File: src/hdl/pfr_pkg.sv
// shared constants for the pause fade ramp controller
package pfr_pkg;

  // gain fraction bits (unsigned q0.16, unity needs one more bit)
  localparam int GAIN_BITS = 16;
  // step counter width for the bit-serial units, holds GAIN_BITS
  localparam int STEP_CNT_W = $clog2(GAIN_BITS + 1);

  // item modes
  localparam logic [3:0] MODE_FRAME     = 4'd0;
  localparam logic [3:0] MODE_INIT      = 4'd1;
  localparam logic [3:0] MODE_QUEUED    = 4'd2;
  localparam logic [3:0] MODE_EOS       = 4'd3;
  localparam logic [3:0] MODE_PAUSE     = 4'd4;
  localparam logic [3:0] MODE_UNPAUSE   = 4'd5;
  localparam logic [3:0] MODE_UNDERFLOW = 4'd6;
  localparam logic [3:0] MODE_DELETE    = 4'd7;
  localparam logic [3:0] MODE_ERROR     = 4'd8;

  // stream states
  localparam logic [2:0] ST_UNINIT  = 3'd0;
  localparam logic [2:0] ST_NORMAL  = 3'd1;
  localparam logic [2:0] ST_FADING  = 3'd2;
  localparam logic [2:0] ST_PAUSED  = 3'd3;
  localparam logic [2:0] ST_EOS     = 3'd4;
  localparam logic [2:0] ST_FINAL   = 3'd5;
  localparam logic [2:0] ST_DELETED = 3'd6;
  localparam logic [2:0] ST_ERROR   = 3'd7;

  // register indexes on the config port
  localparam logic REG_FADE_FRAMES  = 1'b0;
  localparam logic REG_FADE_IN_SPAN = 1'b1;

endpackage

File: src/hdl/pfr_div.sv
// bit-serial restoring divider for a q0.16 gain ratio num/den, num below den
module pfr_div #(
  parameter int W = 16
) (
  input  logic                        clk,
  input  logic                        rst,
  input  logic                        start,
  input  logic [W-1:0]                num,
  input  logic [W-1:0]                den,
  output logic                        done,
  output logic [pfr_pkg::GAIN_BITS-1:0] quo
);

  logic [W-1:0]                    rem;
  logic [W-1:0]                    den_r;
  logic [pfr_pkg::STEP_CNT_W-1:0]  cnt;
  logic [W:0]                      r2;
  logic [W:0]                      diff;
  logic                            take;

  // one quotient bit per cycle
  assign r2   = {rem, 1'b0};
  assign diff = r2 - {1'b0, den_r};
  assign take = (r2 >= {1'b0, den_r});

  always_ff @(posedge clk) begin
    if (rst) begin
      cnt  <= '0;
      done <= 1'b0;
    end else begin
      done <= 1'b0;
      if (start) begin
        cnt <= pfr_pkg::STEP_CNT_W'(pfr_pkg::GAIN_BITS);
      end else if (cnt != '0) begin
        cnt <= cnt - 1'b1;
        if (cnt == pfr_pkg::STEP_CNT_W'(1)) begin
          done <= 1'b1;
        end
      end
    end
  end

  always_ff @(posedge clk) begin
    if (start) begin
      rem   <= num;
      den_r <= den;
      quo   <= '0;
    end else if (cnt != '0) begin
      rem <= take ? diff[W-1:0] : r2[W-1:0];
      quo <= {quo[pfr_pkg::GAIN_BITS-2:0], take};
    end
  end

endmodule

File: src/hdl/pfr_mul.sv
// bit-serial stereo gain multiplier with round half up, one gain bit per cycle
module pfr_mul #(
  parameter int SB = 24
) (
  input  logic                          clk,
  input  logic                          rst,
  input  logic                          start,
  input  logic signed [SB-1:0]          left,
  input  logic signed [SB-1:0]          right,
  input  logic [pfr_pkg::GAIN_BITS-1:0] gain,
  output logic                          done,
  output logic signed [SB-1:0]          left_res,
  output logic signed [SB-1:0]          right_res
);

  logic signed [SB-1:0]            l_r;
  logic signed [SB-1:0]            r_r;
  logic [pfr_pkg::GAIN_BITS-1:0]   g_sh;
  logic signed [SB:0]              acc_l;
  logic signed [SB:0]              acc_r;
  logic [pfr_pkg::GAIN_BITS-1:0]   low_l;
  logic [pfr_pkg::GAIN_BITS-1:0]   low_r;
  logic signed [SB:0]              sum_l;
  logic signed [SB:0]              sum_r;
  logic [pfr_pkg::STEP_CNT_W-1:0]  cnt;

  // lsb-first shift-add, the low product bits shift out into low_*
  assign sum_l = acc_l + (g_sh[0] ? {l_r[SB-1], l_r} : '0);
  assign sum_r = acc_r + (g_sh[0] ? {r_r[SB-1], r_r} : '0);

  // upper product plus the rounding bit, gain at most unity so it fits
  assign left_res  = SB'(acc_l + {{SB{1'b0}}, low_l[pfr_pkg::GAIN_BITS-1]});
  assign right_res = SB'(acc_r + {{SB{1'b0}}, low_r[pfr_pkg::GAIN_BITS-1]});

  always_ff @(posedge clk) begin
    if (rst) begin
      cnt  <= '0;
      done <= 1'b0;
    end else begin
      done <= 1'b0;
      if (start) begin
        cnt <= pfr_pkg::STEP_CNT_W'(pfr_pkg::GAIN_BITS);
      end else if (cnt != '0) begin
        cnt <= cnt - 1'b1;
        if (cnt == pfr_pkg::STEP_CNT_W'(1)) begin
          done <= 1'b1;
        end
      end
    end
  end

  always_ff @(posedge clk) begin
    if (start) begin
      l_r   <= left;
      r_r   <= right;
      g_sh  <= gain;
      acc_l <= '0;
      acc_r <= '0;
      low_l <= '0;
      low_r <= '0;
    end else if (cnt != '0) begin
      acc_l <= sum_l >>> 1;
      acc_r <= sum_r >>> 1;
      low_l <= {sum_l[0], low_l[pfr_pkg::GAIN_BITS-1:1]};
      low_r <= {sum_r[0], low_r[pfr_pkg::GAIN_BITS-1:1]};
      g_sh  <= {1'b0, g_sh[pfr_pkg::GAIN_BITS-1:1]};
    end
  end

endmodule

File: src/hdl/pause_fade_ramp_controller.sv
// top level of the stereo pause / fade gain ramp controller
//
// input channel (in_valid / in_stall) carries one word per item: a mode code,
// two signed samples and a precomputed drain length for delete requests.
// every item gives exactly one output word (out_valid / out_stall): two faded
// samples and the stream state after the item. control events give zero samples.
// the apb port holds fade_frames (0x0) and fade_in_span (0x4); write only while
// the block is idle.
// one item is worked on at a time. control events, silent and pass-through
// frames go from accept through the done state into the output register.
// frames on a fade ramp first pass the bit-serial divider for the
// remaining/total ratio (remaining/span on a fade-in), then the bit-serial
// multiplier that scales both channels. these two serial units set the rate.
// the output register lets the next item be accepted while a finished word
// still waits; a stalled receiver holds the word and, once the next result is
// ready, the block stops accepting until the word is taken.
// synchronous reset restores fade_frames 768, fade_in_span 720, uninit state,
// zero counters and an empty output.
module pause_fade_ramp_controller #(
  parameter int SAMPLE_BITS = 24,
  parameter int COUNT_BITS  = 16
) (
  input  logic                          clk,
  input  logic                          rst,
  // config port
  input  logic                          psel,
  input  logic                          penable,
  input  logic                          pwrite,
  input  logic [2:0]                    paddr,
  input  logic [31:0]                   pwdata,
  output logic [31:0]                   prdata,
  output logic                          pready,
  // input words
  input  logic                          in_valid,
  output logic                          in_stall,
  input  logic [3:0]                    mode,
  input  logic signed [SAMPLE_BITS-1:0] left_in,
  input  logic signed [SAMPLE_BITS-1:0] right_in,
  input  logic [15:0]                   drain_frames,
  // output words
  output logic                          out_valid,
  input  logic                          out_stall,
  output logic signed [SAMPLE_BITS-1:0] left_out,
  output logic signed [SAMPLE_BITS-1:0] right_out,
  output logic [2:0]                    stream_state
);

  // common width for count and divisor compares
  localparam int DEN_W = (COUNT_BITS > 16) ? COUNT_BITS : 16;
  localparam logic [COUNT_BITS-1:0] CNT_MAX = '1;

  // sequencer states
  localparam logic [1:0] S_IDLE = 2'd0;
  localparam logic [1:0] S_DIV  = 2'd1;
  localparam logic [1:0] S_MUL  = 2'd2;
  localparam logic [1:0] S_DONE = 2'd3;

  // how the frame result is formed
  localparam logic [1:0] K_ZERO = 2'd0;
  localparam logic [1:0] K_PASS = 2'd1;
  localparam logic [1:0] K_DIV  = 2'd2;

  // saturate a 16 bit length to the counter width
  function automatic logic [COUNT_BITS-1:0] sat_cnt(input logic [15:0] v);
    logic [DEN_W-1:0] w;
    w = DEN_W'(v);
    return (w > DEN_W'(CNT_MAX)) ? CNT_MAX : COUNT_BITS'(w);
  endfunction

  logic [15:0]                   fade_frames;
  logic [15:0]                   fade_in_span;
  logic [2:0]                    play_state;
  logic [COUNT_BITS-1:0]         fade_remaining;
  logic [COUNT_BITS-1:0]         fade_total;
  logic [1:0]                    seq;
  logic [1:0]                    kind;
  logic                          fade_in;
  logic [2:0]                    state_res;
  logic signed [SAMPLE_BITS-1:0] left_s;
  logic signed [SAMPLE_BITS-1:0] right_s;

  logic [2:0]                    state_next;
  logic [COUNT_BITS-1:0]         rem_next;
  logic [COUNT_BITS-1:0]         tot_next;
  logic [1:0]                    kind_next;
  logic                          fade_in_next;
  logic [DEN_W-1:0]              div_num;
  logic [DEN_W-1:0]              div_den;

  logic                          accept;
  logic                          cfg_wr;
  logic                          div_start;
  logic                          div_done;
  logic [pfr_pkg::GAIN_BITS-1:0] quo;
  logic [pfr_pkg::GAIN_BITS-1:0] gain;
  logic                          mul_done;
  logic signed [SAMPLE_BITS-1:0] left_mul;
  logic signed [SAMPLE_BITS-1:0] right_mul;
  logic                          out_load;

  assign pready   = 1'b1;
  assign cfg_wr   = psel & penable & pwrite;
  assign in_stall = (seq != S_IDLE);
  assign accept   = in_valid & ~in_stall;
  assign out_load = (seq == S_DONE) & (~out_valid | ~out_stall);

  // register read back
  always_comb begin
    unique case (paddr[2])
      pfr_pkg::REG_FADE_FRAMES:  prdata = {16'd0, fade_frames};
      pfr_pkg::REG_FADE_IN_SPAN: prdata = {16'd0, fade_in_span};
      default:                   prdata = '0;
    endcase
  end

  always_ff @(posedge clk) begin
    if (rst) begin
      fade_frames  <= 16'd768;
      fade_in_span <= 16'd720;
    end else if (cfg_wr) begin
      unique case (paddr[2])
        pfr_pkg::REG_FADE_FRAMES:  fade_frames  <= pwdata[15:0];
        pfr_pkg::REG_FADE_IN_SPAN: fade_in_span <= pwdata[15:0];
        default: ;
      endcase
    end
  end

  // stream state update, worked out in full at accept; only the gain of a
  // ramped frame is left to the serial units
  always_comb begin
    logic                  deleting;
    logic [COUNT_BITS-1:0] nff;
    logic [COUNT_BITS-1:0] drain;
    logic [COUNT_BITS-1:0] rem_tmp;
    logic [DEN_W-1:0]      rem_w;
    logic [DEN_W-1:0]      tot_w;
    logic [DEN_W-1:0]      span_w;

    deleting = (play_state == pfr_pkg::ST_FINAL) || (play_state == pfr_pkg::ST_DELETED);
    nff      = sat_cnt(fade_frames);
    drain    = sat_cnt(drain_frames);
    rem_w    = DEN_W'(fade_remaining);
    tot_w    = DEN_W'(fade_total);
    span_w   = DEN_W'(fade_in_span);
    rem_tmp  = fade_remaining;

    state_next   = play_state;
    rem_next     = fade_remaining;
    tot_next     = fade_total;
    kind_next    = K_ZERO;
    fade_in_next = 1'b0;
    div_num      = rem_w;
    div_den      = tot_w;

    unique case (mode)
      pfr_pkg::MODE_FRAME: begin
        if (play_state == pfr_pkg::ST_PAUSED || play_state == pfr_pkg::ST_DELETED) begin
          kind_next = K_ZERO;
        end else if (play_state == pfr_pkg::ST_FADING || play_state == pfr_pkg::ST_FINAL) begin
          if (fade_remaining != '0) begin
            // fade out, unity gain when the ratio saturates
            kind_next = (fade_total == '0 || rem_w >= tot_w) ? K_PASS : K_DIV;
            rem_tmp   = fade_remaining - 1'b1;
          end
          rem_next = rem_tmp;
          if (rem_tmp == '0) begin
            state_next = (play_state == pfr_pkg::ST_FINAL) ? pfr_pkg::ST_DELETED
                                                           : pfr_pkg::ST_PAUSED;
          end
        end else if (fade_remaining != '0) begin
          // fade in, zero gain while remaining is at or above the span
          kind_next    = (fade_in_span == '0 || rem_w >= span_w) ? K_ZERO : K_DIV;
          fade_in_next = 1'b1;
          div_den      = span_w;
          rem_next     = fade_remaining - 1'b1;
        end else begin
          kind_next = K_PASS;
        end
      end
      pfr_pkg::MODE_INIT: begin
        if (!deleting) begin
          tot_next = nff;
          rem_next = nff;
        end
      end
      pfr_pkg::MODE_QUEUED: begin
        if (!deleting && play_state == pfr_pkg::ST_UNINIT) begin
          state_next = pfr_pkg::ST_NORMAL;
        end
      end
      pfr_pkg::MODE_EOS: begin
        if (!deleting) begin
          state_next = pfr_pkg::ST_EOS;
        end
      end
      pfr_pkg::MODE_PAUSE: begin
        if (play_state == pfr_pkg::ST_UNINIT) begin
          state_next = pfr_pkg::ST_PAUSED;
        end else if (play_state == pfr_pkg::ST_NORMAL) begin
          rem_tmp    = (nff > fade_remaining) ? nff - fade_remaining : '0;
          rem_next   = rem_tmp;
          state_next = (rem_tmp != '0) ? pfr_pkg::ST_FADING : pfr_pkg::ST_PAUSED;
        end
      end
      pfr_pkg::MODE_UNPAUSE: begin
        if (play_state == pfr_pkg::ST_FADING) begin
          rem_next   = (nff > fade_remaining) ? nff - fade_remaining : '0;
          state_next = pfr_pkg::ST_NORMAL;
        end else if (play_state == pfr_pkg::ST_PAUSED) begin
          rem_next   = nff;
          state_next = pfr_pkg::ST_NORMAL;
        end
      end
      pfr_pkg::MODE_UNDERFLOW: begin
        if (play_state == pfr_pkg::ST_NORMAL) begin
          rem_next = nff;
        end
      end
      pfr_pkg::MODE_DELETE: begin
        if (!deleting) begin
          if (play_state != pfr_pkg::ST_NORMAL && play_state != pfr_pkg::ST_FADING &&
              play_state != pfr_pkg::ST_EOS) begin
            state_next = pfr_pkg::ST_DELETED;
          end else begin
            if (play_state == pfr_pkg::ST_EOS) begin
              rem_tmp  = drain;
              tot_next = drain;
            end else if (play_state == pfr_pkg::ST_NORMAL) begin
              rem_tmp  = (drain < nff) ? drain : nff;
              tot_next = rem_tmp;
            end
            rem_next   = rem_tmp;
            state_next = (rem_tmp == '0) ? pfr_pkg::ST_DELETED : pfr_pkg::ST_FINAL;
          end
        end
      end
      pfr_pkg::MODE_ERROR: begin
        state_next = (play_state == pfr_pkg::ST_FINAL) ? pfr_pkg::ST_DELETED
                                                       : pfr_pkg::ST_ERROR;
      end
      default: ;
    endcase
  end

  assign div_start = accept & (kind_next == K_DIV);

  // fade in uses 1 - ratio; the ratio is at least one lsb here since
  // remaining is nonzero and below the span
  assign gain = fade_in ? (~quo + 1'b1) : quo;

  pfr_div #(
    .W(DEN_W)
  ) u_div (
    .clk   (clk),
    .rst   (rst),
    .start (div_start),
    .num   (div_num),
    .den   (div_den),
    .done  (div_done),
    .quo   (quo)
  );

  pfr_mul #(
    .SB(SAMPLE_BITS)
  ) u_mul (
    .clk       (clk),
    .rst       (rst),
    .start     (div_done),
    .left      (left_s),
    .right     (right_s),
    .gain      (gain),
    .done      (mul_done),
    .left_res  (left_mul),
    .right_res (right_mul)
  );

  // stream state and sequencer
  always_ff @(posedge clk) begin
    if (rst) begin
      play_state     <= pfr_pkg::ST_UNINIT;
      fade_remaining <= '0;
      fade_total     <= '0;
      seq            <= S_IDLE;
      out_valid      <= 1'b0;
    end else begin
      if (accept) begin
        play_state     <= state_next;
        fade_remaining <= rem_next;
        fade_total     <= tot_next;
      end
      unique case (seq)
        S_IDLE: if (accept) seq <= (kind_next == K_DIV) ? S_DIV : S_DONE;
        S_DIV:  if (div_done) seq <= S_MUL;
        S_MUL:  if (mul_done) seq <= S_DONE;
        S_DONE: if (out_load) seq <= S_IDLE;
        default: seq <= S_IDLE;
      endcase
      if (out_load) begin
        out_valid <= 1'b1;
      end else if (!out_stall) begin
        out_valid <= 1'b0;
      end
    end
  end

  // per item payload held for the job
  always_ff @(posedge clk) begin
    if (accept) begin
      kind      <= kind_next;
      fade_in   <= fade_in_next;
      state_res <= state_next;
      left_s    <= left_in;
      right_s   <= right_in;
    end
  end

  // output word register
  always_ff @(posedge clk) begin
    if (out_load) begin
      stream_state <= state_res;
      case (kind)
        K_PASS: begin
          left_out  <= left_s;
          right_out <= right_s;
        end
        K_DIV: begin
          left_out  <= left_mul;
          right_out <= right_mul;
        end
        default: begin
          left_out  <= '0;
          right_out <= '0;
        end
      endcase
    end
  end

endmodule

File: config.mk
export PLATFORM = sky130hd
export DESIGN_NAME = pause_fade_ramp_controller
export DESIGN_NICKNAME = d
export VERILOG_FILES = /design/src/hdl/pfr_pkg.sv /design/src/hdl/pfr_div.sv /design/src/hdl/pfr_mul.sv /design/src/hdl/pause_fade_ramp_controller.sv
export SDC_FILE = /design/constraint.sdc
export NUM_CORES = 1
export LEC_CHECK = 0
export BUFFER_PORTS_ARGS = -buffer_cell sky130_fd_sc_hd__buf_4
export CORE_ASPECT_RATIO = 0.7
export CORE_MARGIN = 4
export CORE_UTILIZATION = 54
export DETAILED_ROUTE_END_ITERATION = 10
export PLACE_DENSITY = 0.77
export SLEW_MARGIN = 10
export SYNTH_ARGS = -nofsm -noshare
export SYNTH_HDL_FRONTEND = slang
export SYNTH_HIERARCHICAL = 1
export SYNTH_SLANG_ARGS = --single-unit
File: constraint.sdc
create_clock -name clk -period 4.55 [get_ports clk]
set_input_delay 0.2275 -clock clk [delete_from_list [all_inputs] [get_ports clk]]
set_output_delay 0.2275 -clock clk [all_outputs]
set_load 0.02 [all_outputs]
# After elaboration in Yosys (flattened, before gate mapping)
# Cells that the tools add are included.
# op_classes
mul	0
bitwise_logic	14
n_reduce_logical	35
div_mod_pow	0
eq_ne	39
muxes	82
add_sub_neg	10
order_cmp	7
shifts	0
# ops
cell	count
two-way mux 16 bit	37
one-hot mux 16 bit (6 select lines)	1
one-hot mux 24 bit (2 select lines)	2
zero test 16 bit	4
one-hot mux 32 bit (2 select lines)	1
adder 25 bit	2
two-way mux 25 bit	2
adder 24 x 2 -> 24 bit	2
two-way mux 3 bit	11
greater-or-equal comparator 16 bit	2
greater-than comparator 16 bit (second input constant)	2
one-hot mux 16 bit (2 select lines)	1
nonzero test 16 bit	2
subtractor 16 bit	2
two-way mux 2 bit	14
one-hot mux 3 bit (7 select lines)	1
two-way mux 5 bit	4
!= test 2 bit (second input constant)	9
greater-or-equal comparator 17 x 16 -> 1 bit	1
adder 16 x 1 -> 16 bit (second input constant)	1
== test 4 x 3 -> 1 bit (second input constant)	4
greater-than comparator 16 bit	1
< comparator 16 bit	1
inverter 16 bit	1
35 further kinds	79
# word_totals
wordCells	218
output_inout_bits	86
romBits	0
memories	0
latchBits	0
ramBits	0
register_bits	379
input_bits	110

# Logic depth before layout (Yosys ltp)
# depth
depth_word	14
depth_mapped	17

# By module
# Netlist, hierarchy kept.
# by_module_without_submodules
mod	cells_each	area_each_um2	seq_area_each_um2	n_inst
pause_fade_ramp_controller	1338	11586.1	4554.4	1
pfr_mul	832	7632.3	3042.9	1
pfr_div	343	3235.6	1401.3	1

# Worst setup path before layout
# No wires, ideal clock.
# synth_timing
path_kind	reg2reg
start	register seq[0]
end	register left_out[0], enable pin
setup_slack_ns	-0.249
arrival_time_ns	4.262
t_required_ns	4.013
path_buffers	0
path_stages_with_launch	3
period_less_slack_ns	4.799
path_cell_list	dfxtp_1 > ha_1 > a21boi_0
# synth_via
elab_chain_cells	2
# synth_lines
element	line_no	text
start, declared	pause_fade_ramp_controller.sv:75	logic [1:0] seq;
start signal, assigned	pause_fade_ramp_controller.sv:293	S_IDLE: if (accept) seq <= (kind_next == K_DIV) ? S_DIV : S_DONE;
== test 2 bit	pause_fade_ramp_controller.sv:105	assign out_load = (seq == S_DONE) & (~out_valid | ~out_stall);
bitwise AND 1 bit	pause_fade_ramp_controller.sv:105	
net out_load	pause_fade_ramp_controller.sv:99	logic out_load;
end signal, assigned	pause_fade_ramp_controller.sv:324	left_out <= left_s;
end signal, assigned	pause_fade_ramp_controller.sv:328	left_out <= left_mul;
end, declared	pause_fade_ramp_controller.sv:43	output logic signed [SAMPLE_BITS-1:0] left_out,
# The timed path passes the listed nets, and every way through them passes these cells.
# A chain may end at the register's enable or synchronous reset.

# Worst setup path after layout
# layout_timing
start	register fade_frames[5]
end	register play_state[1]
# layout_via
elab_chain_cells	14
# layout_lines
element	line_no	text
start, declared	pause_fade_ramp_controller.sv:70	logic [15:0] fade_frames;
start signal, assigned	pause_fade_ramp_controller.sv:122	pfr_pkg::REG_FADE_FRAMES: fade_frames <= pwdata[15:0];
greater-than comparator 16 bit	pause_fade_ramp_controller.sv:67	return (w > DEN_W'(CNT_MAX)) ? CNT_MAX : COUNT_BITS'(w);
two-way mux 16 bit (*)	pause_fade_ramp_controller.sv:67	
< comparator 16 bit	pause_fade_ramp_controller.sv:230	rem_tmp = (drain < nff) ? drain : nff;
two-way mux 16 bit (*)	pause_fade_ramp_controller.sv:230	
two-way mux 16 bit (*)	pause_fade_ramp_controller.sv:229	end else if (play_state == pfr_pkg::ST_NORMAL) begin
two-way mux 16 bit (*)	pause_fade_ramp_controller.sv:226	if (play_state == pfr_pkg::ST_EOS) begin
two-way mux 16 bit (*)	pause_fade_ramp_controller.sv:222	if (play_state != pfr_pkg::ST_NORMAL && play_state != pfr_pkg::ST_FADING &&
two-way mux 16 bit (*)	pause_fade_ramp_controller.sv:221	if (!deleting) begin
two-way mux 16 bit (*)	pause_fade_ramp_controller.sv:156	unique case (mode)
zero test 16 bit (*)	pause_fade_ramp_controller.sv:234	state_next = (rem_tmp == '0) ? pfr_pkg::ST_DELETED : pfr_pkg::ST_FINAL;
two-way mux 2 bit (*)	pause_fade_ramp_controller.sv:234	
two-way mux 2 bit (*)	pause_fade_ramp_controller.sv:222	
two-way mux 3 bit (*)	pause_fade_ramp_controller.sv:221	
one-hot mux 3 bit (7 select lines) (*)	pause_fade_ramp_controller.sv:156	
end signal, assigned	pause_fade_ramp_controller.sv:281	play_state <= pfr_pkg::ST_UNINIT;
end signal, assigned	pause_fade_ramp_controller.sv:288	play_state <= state_next;
end, declared	pause_fade_ramp_controller.sv:72	logic [2:0] play_state;
# Mark *: on every way between the ends. The rest lies on a longest branch, timed or not. The select of a mux whose other input is x is not followed.

==> qor.txt <==
======================================================================================
Number of cell instances on the worst register-to-register path                     12
Clk buf depth                                                                        3
Height of the die                                                             178.6 um
Drt first-iter violations                                                        2,566
Number of ports placed on the die boundary                                         196
Via-per-instance ratio                                                           6.301
Worst hold start                                                          drain_frames[0]
Netlist cell types                                                                 100
Final cell count without fillers                                                 3,261
Initial core utilization                                                        54.72%
RD Place Congestion                                                              1.062
Insertion delay of the later-clocked pin in the worst-skew pair                 550 ps
Share of total power in the clock network                                        17.5%
Clock slew at the register clock pins of the worst setup and hold paths          60 ps
Total internal power                                                          9.220 mW
LEAKAGE                                                                       9.977 nW
Sequential share of the synthesized area                                        40.08%
HP Class                                                                        in2reg
Post-detailed-route wirelength per cell                                       21.75 um
Ys async rst share                                                                  0%
Maximum number of pins on one net before global-route repair                        83
Antenna diode instance count                                                         0
GRT Overall Usage                                                               30.22%
Net switching power                                                           6.953 mW
Synthesized flop and latch total                                                   349
Share of final-layout standard cells stronger than drive strength 1             12.37%
Relative contribution of sequential cells to total power                         32.2%
Commonest non-fill, non-tap cell in the layout                            sky130_fd_sc_hd__nand2_1
Worst Tran Pin Value                                                           1239 ps
Area growth from synthesis to final layout                                      14.79%
Arrival time at the worst endpoint                                             4710 ps
Setup CP Type                                                                  reg2reg
Area of the core                                                          41,040 sq um
Post-route setup TNS                                                              0 ps
Final HPWL from detailed placement                                            51.35 mm
Global route overflow                                                                0
Worst IR drop on VDD                                                         0.3839 mV
Slew Viols, Final                                                                    0
Final clock skew                                                              25.49 ps
Area of the die                                                           44,960 sq um
Origin of the critical flop-to-flop path                                  fade_frames[5]
CTS Root Buffer Type                                                      sky130_fd_sc_hd__clkbuf_16
Remaining DRCs                                                                       0
Fmax achieved                                                                234.5 MHz
Worst setup path endpoint                                                 play_state[1]
Total power density per cell area                                         627.5 nW/um^2
Cell count after placement                                                       3,132
Switching Share                                                                 42.99%
Site row count                                                                      62
Final Net Count                                                                  2,951
Cell area after synthesis                                                 22,450 sq um
Register-to-register path setup slack                                           290 ps
Crit end category                                                                 flop
Number of instances in the synthesized netlist                                   2,513
Max Cap Viol                                                                         0
Warnings, synthesis                                                                  6
Worst reg2reg path endpoint                                               play_state[1]
# Post-CTS Setup Buffers                                                             0
Normalized max-slew margin                                                      17.38%
Most frequent cells in the layout                                         sky130_fd_sc_hd__nand2_1, sky130_fd_sc_hd__nor2_1, sky130_fd_sc_hd__a21oi_1
Cts bufs inserted                                                                   36
Final Hold Fails                                                                     0
Number of routed nets with antenna violations                                        0
Initial antenna violation count                                                      0
Worst Path Max Fanout                                                               22
Primary flip-flop cell chosen by synthesis mapping                        sky130_fd_sc_hd__edfxtp_1
Total Wirelength                                                              70.94 mm
Mapped Avg Cell Area                                                       8.935 sq um
Number of enable-type register cells in the synthesized netlist                    201
Horiz. Die Dim                                                                251.7 um
Worst Path Required                                                            5000 ps
Combinational share of power                                                     50.2%
Router iterations before antenna repair                                              6
H-tree depth reported by CTS                                                         2
Quantity of gates resized following cts                                              0
Clk sink count                                                                     349
Vias after detailed routing                                                     20,546
Port bufs                                                                          160
Worst setup path startpoint                                               fade_frames[5]
Vias in the first global route                                                  19,022
Post-layout minimum cycle time                                                 4264 ps
Setup-violating endpoint count in the final report                                   0
CTS tree                                                                          done
Final worst path period share                                                   93.71%
CP Launch Type                                                                    flop
Final worst hold slack                                                        158.2 ps
Setup repair after global routing missed its margin                              false
Run status                                                                complete, no violations
First-pass GRT wire length                                                    107.4 mm
======================================================================================
-- kinds of logic after synthesis --
group,share of synthesized area (%)
AO/OA/AOI/OAI,21.74
XOR/XNOR,4.330
adder cells (fa/ha/maj),8.492
buffers and inverters,5.578
flip-flops,40.08
multiplexers,1.081
other,0.03345
AND/OR/NAND/NOR,18.67
-- timing repair --
action                                  in CTS  in global routing
hold buffers                                65                  0
hold endpoints to repair                    74                  0
endpoints found under the setup margin       0                  0
-- worst min path at each step --
| stage | end | slack [ps] | cells past startpoint |
|---|---|---|---|
| 2_1_floorplan | u_mul/cnt[4] | 300 | 1 |
| 3_3_place_gp | stream_state[0] | 400 | 0 |
| 5_1_grt | fade_total[3] | 160 | 3 |
| 6_report | fade_total[0] | 160 | 3 |
| 4_1_cts | fade_total[0] | 120 | 3 |
| 3_5_place_dp | stream_state[0] | 410 | 0 |
-- per-layer routing --
metal	track usage, %	up-vias	wire, um
met5	0	-	0
met4	8.478	0	1753
met3	7.827	136	7916
met2	42.66	1101	28950
met1	45.57	9775	32320
li1	-	9534	-
-- registers in the layout, indices dropped and copies added, names as in the netlist, 24 cells and up --
| signal | flops |
|---|---|
| left_out | 24 |
| left_s | 24 |
| right_out | 24 |
| right_s | 24 |
| u_mul/acc_l | 24 |
| u_mul/acc_r | 24 |
| u_mul/l_r | 24 |
| u_mul/r_r | 24 |
-- worst max-delay path, cell delays in order, from the launching register on --
cell,delay (ps)
sky130_fd_sc_hd__dfxtp_1,540
sky130_fd_sc_hd__inv_1,170
sky130_fd_sc_hd__ha_1,330
sky130_fd_sc_hd__nand4_1,100
sky130_fd_sc_hd__nor3_1,200
sky130_fd_sc_hd__a31oi_1,230
sky130_fd_sc_hd__a21o_1,490
sky130_fd_sc_hd__o22a_1,360
sky130_fd_sc_hd__a2111oi_0,670
sky130_fd_sc_hd__nand4_1,310
sky130_fd_sc_hd__o221ai_1,260
sky130_fd_sc_hd__a41oi_1,210
sky130_fd_sc_hd__a211oi_1,300
-- through the flow --
stage          area, sq um  total power [mW]  worst slack, ps  util, %
4_1_cts              25770             15.98            540.5    62.81
5_1_grt              25770             17.22            82.97    62.81
3_5_place_dp         24030             13.06            547.3    58.56
3_3_place_gp         24030             12.73            605.6    58.56
2_1_floorplan        22510             11.06            251.7        -
6_report             25770             16.17            286.4    62.81
-- Yosys cell counts, drive strengths merged, types with 9 or more instances --
cell type / instances / share of area, %
a2111oi: 18 / 0.70
a211o: 13 / 0.51
a211oi: 51 / 1.7
a21o: 49 / 1.6
a21oi: 212 / 4.7
a221oi: 9 / 0.38
a22oi: 50 / 1.7
a31oi: 21 / 0.61
and2: 61 / 1.7
and3: 16 / 0.47
and4: 11 / 0.43
buf: 44 / 1.4
clkbuf: 106 / 2.1
dfxtp: 148 / 13
edfxtp: 201 / 27
ha: 146 / 8.1
inv: 125 / 2.1
mux2: 18 / 0.90
nand2: 273 / 4.6
nand2b: 29 / 0.81
nand3: 59 / 1.3
nand4: 28 / 0.85
nor2: 231 / 3.9
nor2b: 32 / 0.89
nor3: 47 / 1.0
nor4: 35 / 1.1
o211ai: 18 / 0.62
o21a: 21 / 0.70
o21ai: 136 / 3.1
o221a: 10 / 0.50
o22a: 9 / 0.35
o22ai: 13 / 0.36
o31ai: 17 / 0.57
or2: 11 / 0.31
or3: 14 / 0.44
xnor2: 74 / 2.9
xor2: 37 / 1.4
-- layout make-up --
class	instances	area (sq um)
flip-flops and latches	349	9002
well taps	544	680.7
clock inverters	11	76.32
clock buffers	53	1015
repair buffers	275	2240
fillers	3345	15260
multi-input cells	1903	12290
inverters	126	473.0
-- power groups by stage --
stage                     combinational, mW  sequential [mW]  clock (mW)
after global routing                   8.92             5.31        2.99
after global placement                 7.53             5.20           0
final                                  8.12             5.21        2.84
after floorplan                        6.01             5.05           0
after CTS                              7.93             5.19        2.87
after detailed placement               7.82             5.24           0
Power figures use the tool's default switching activity.
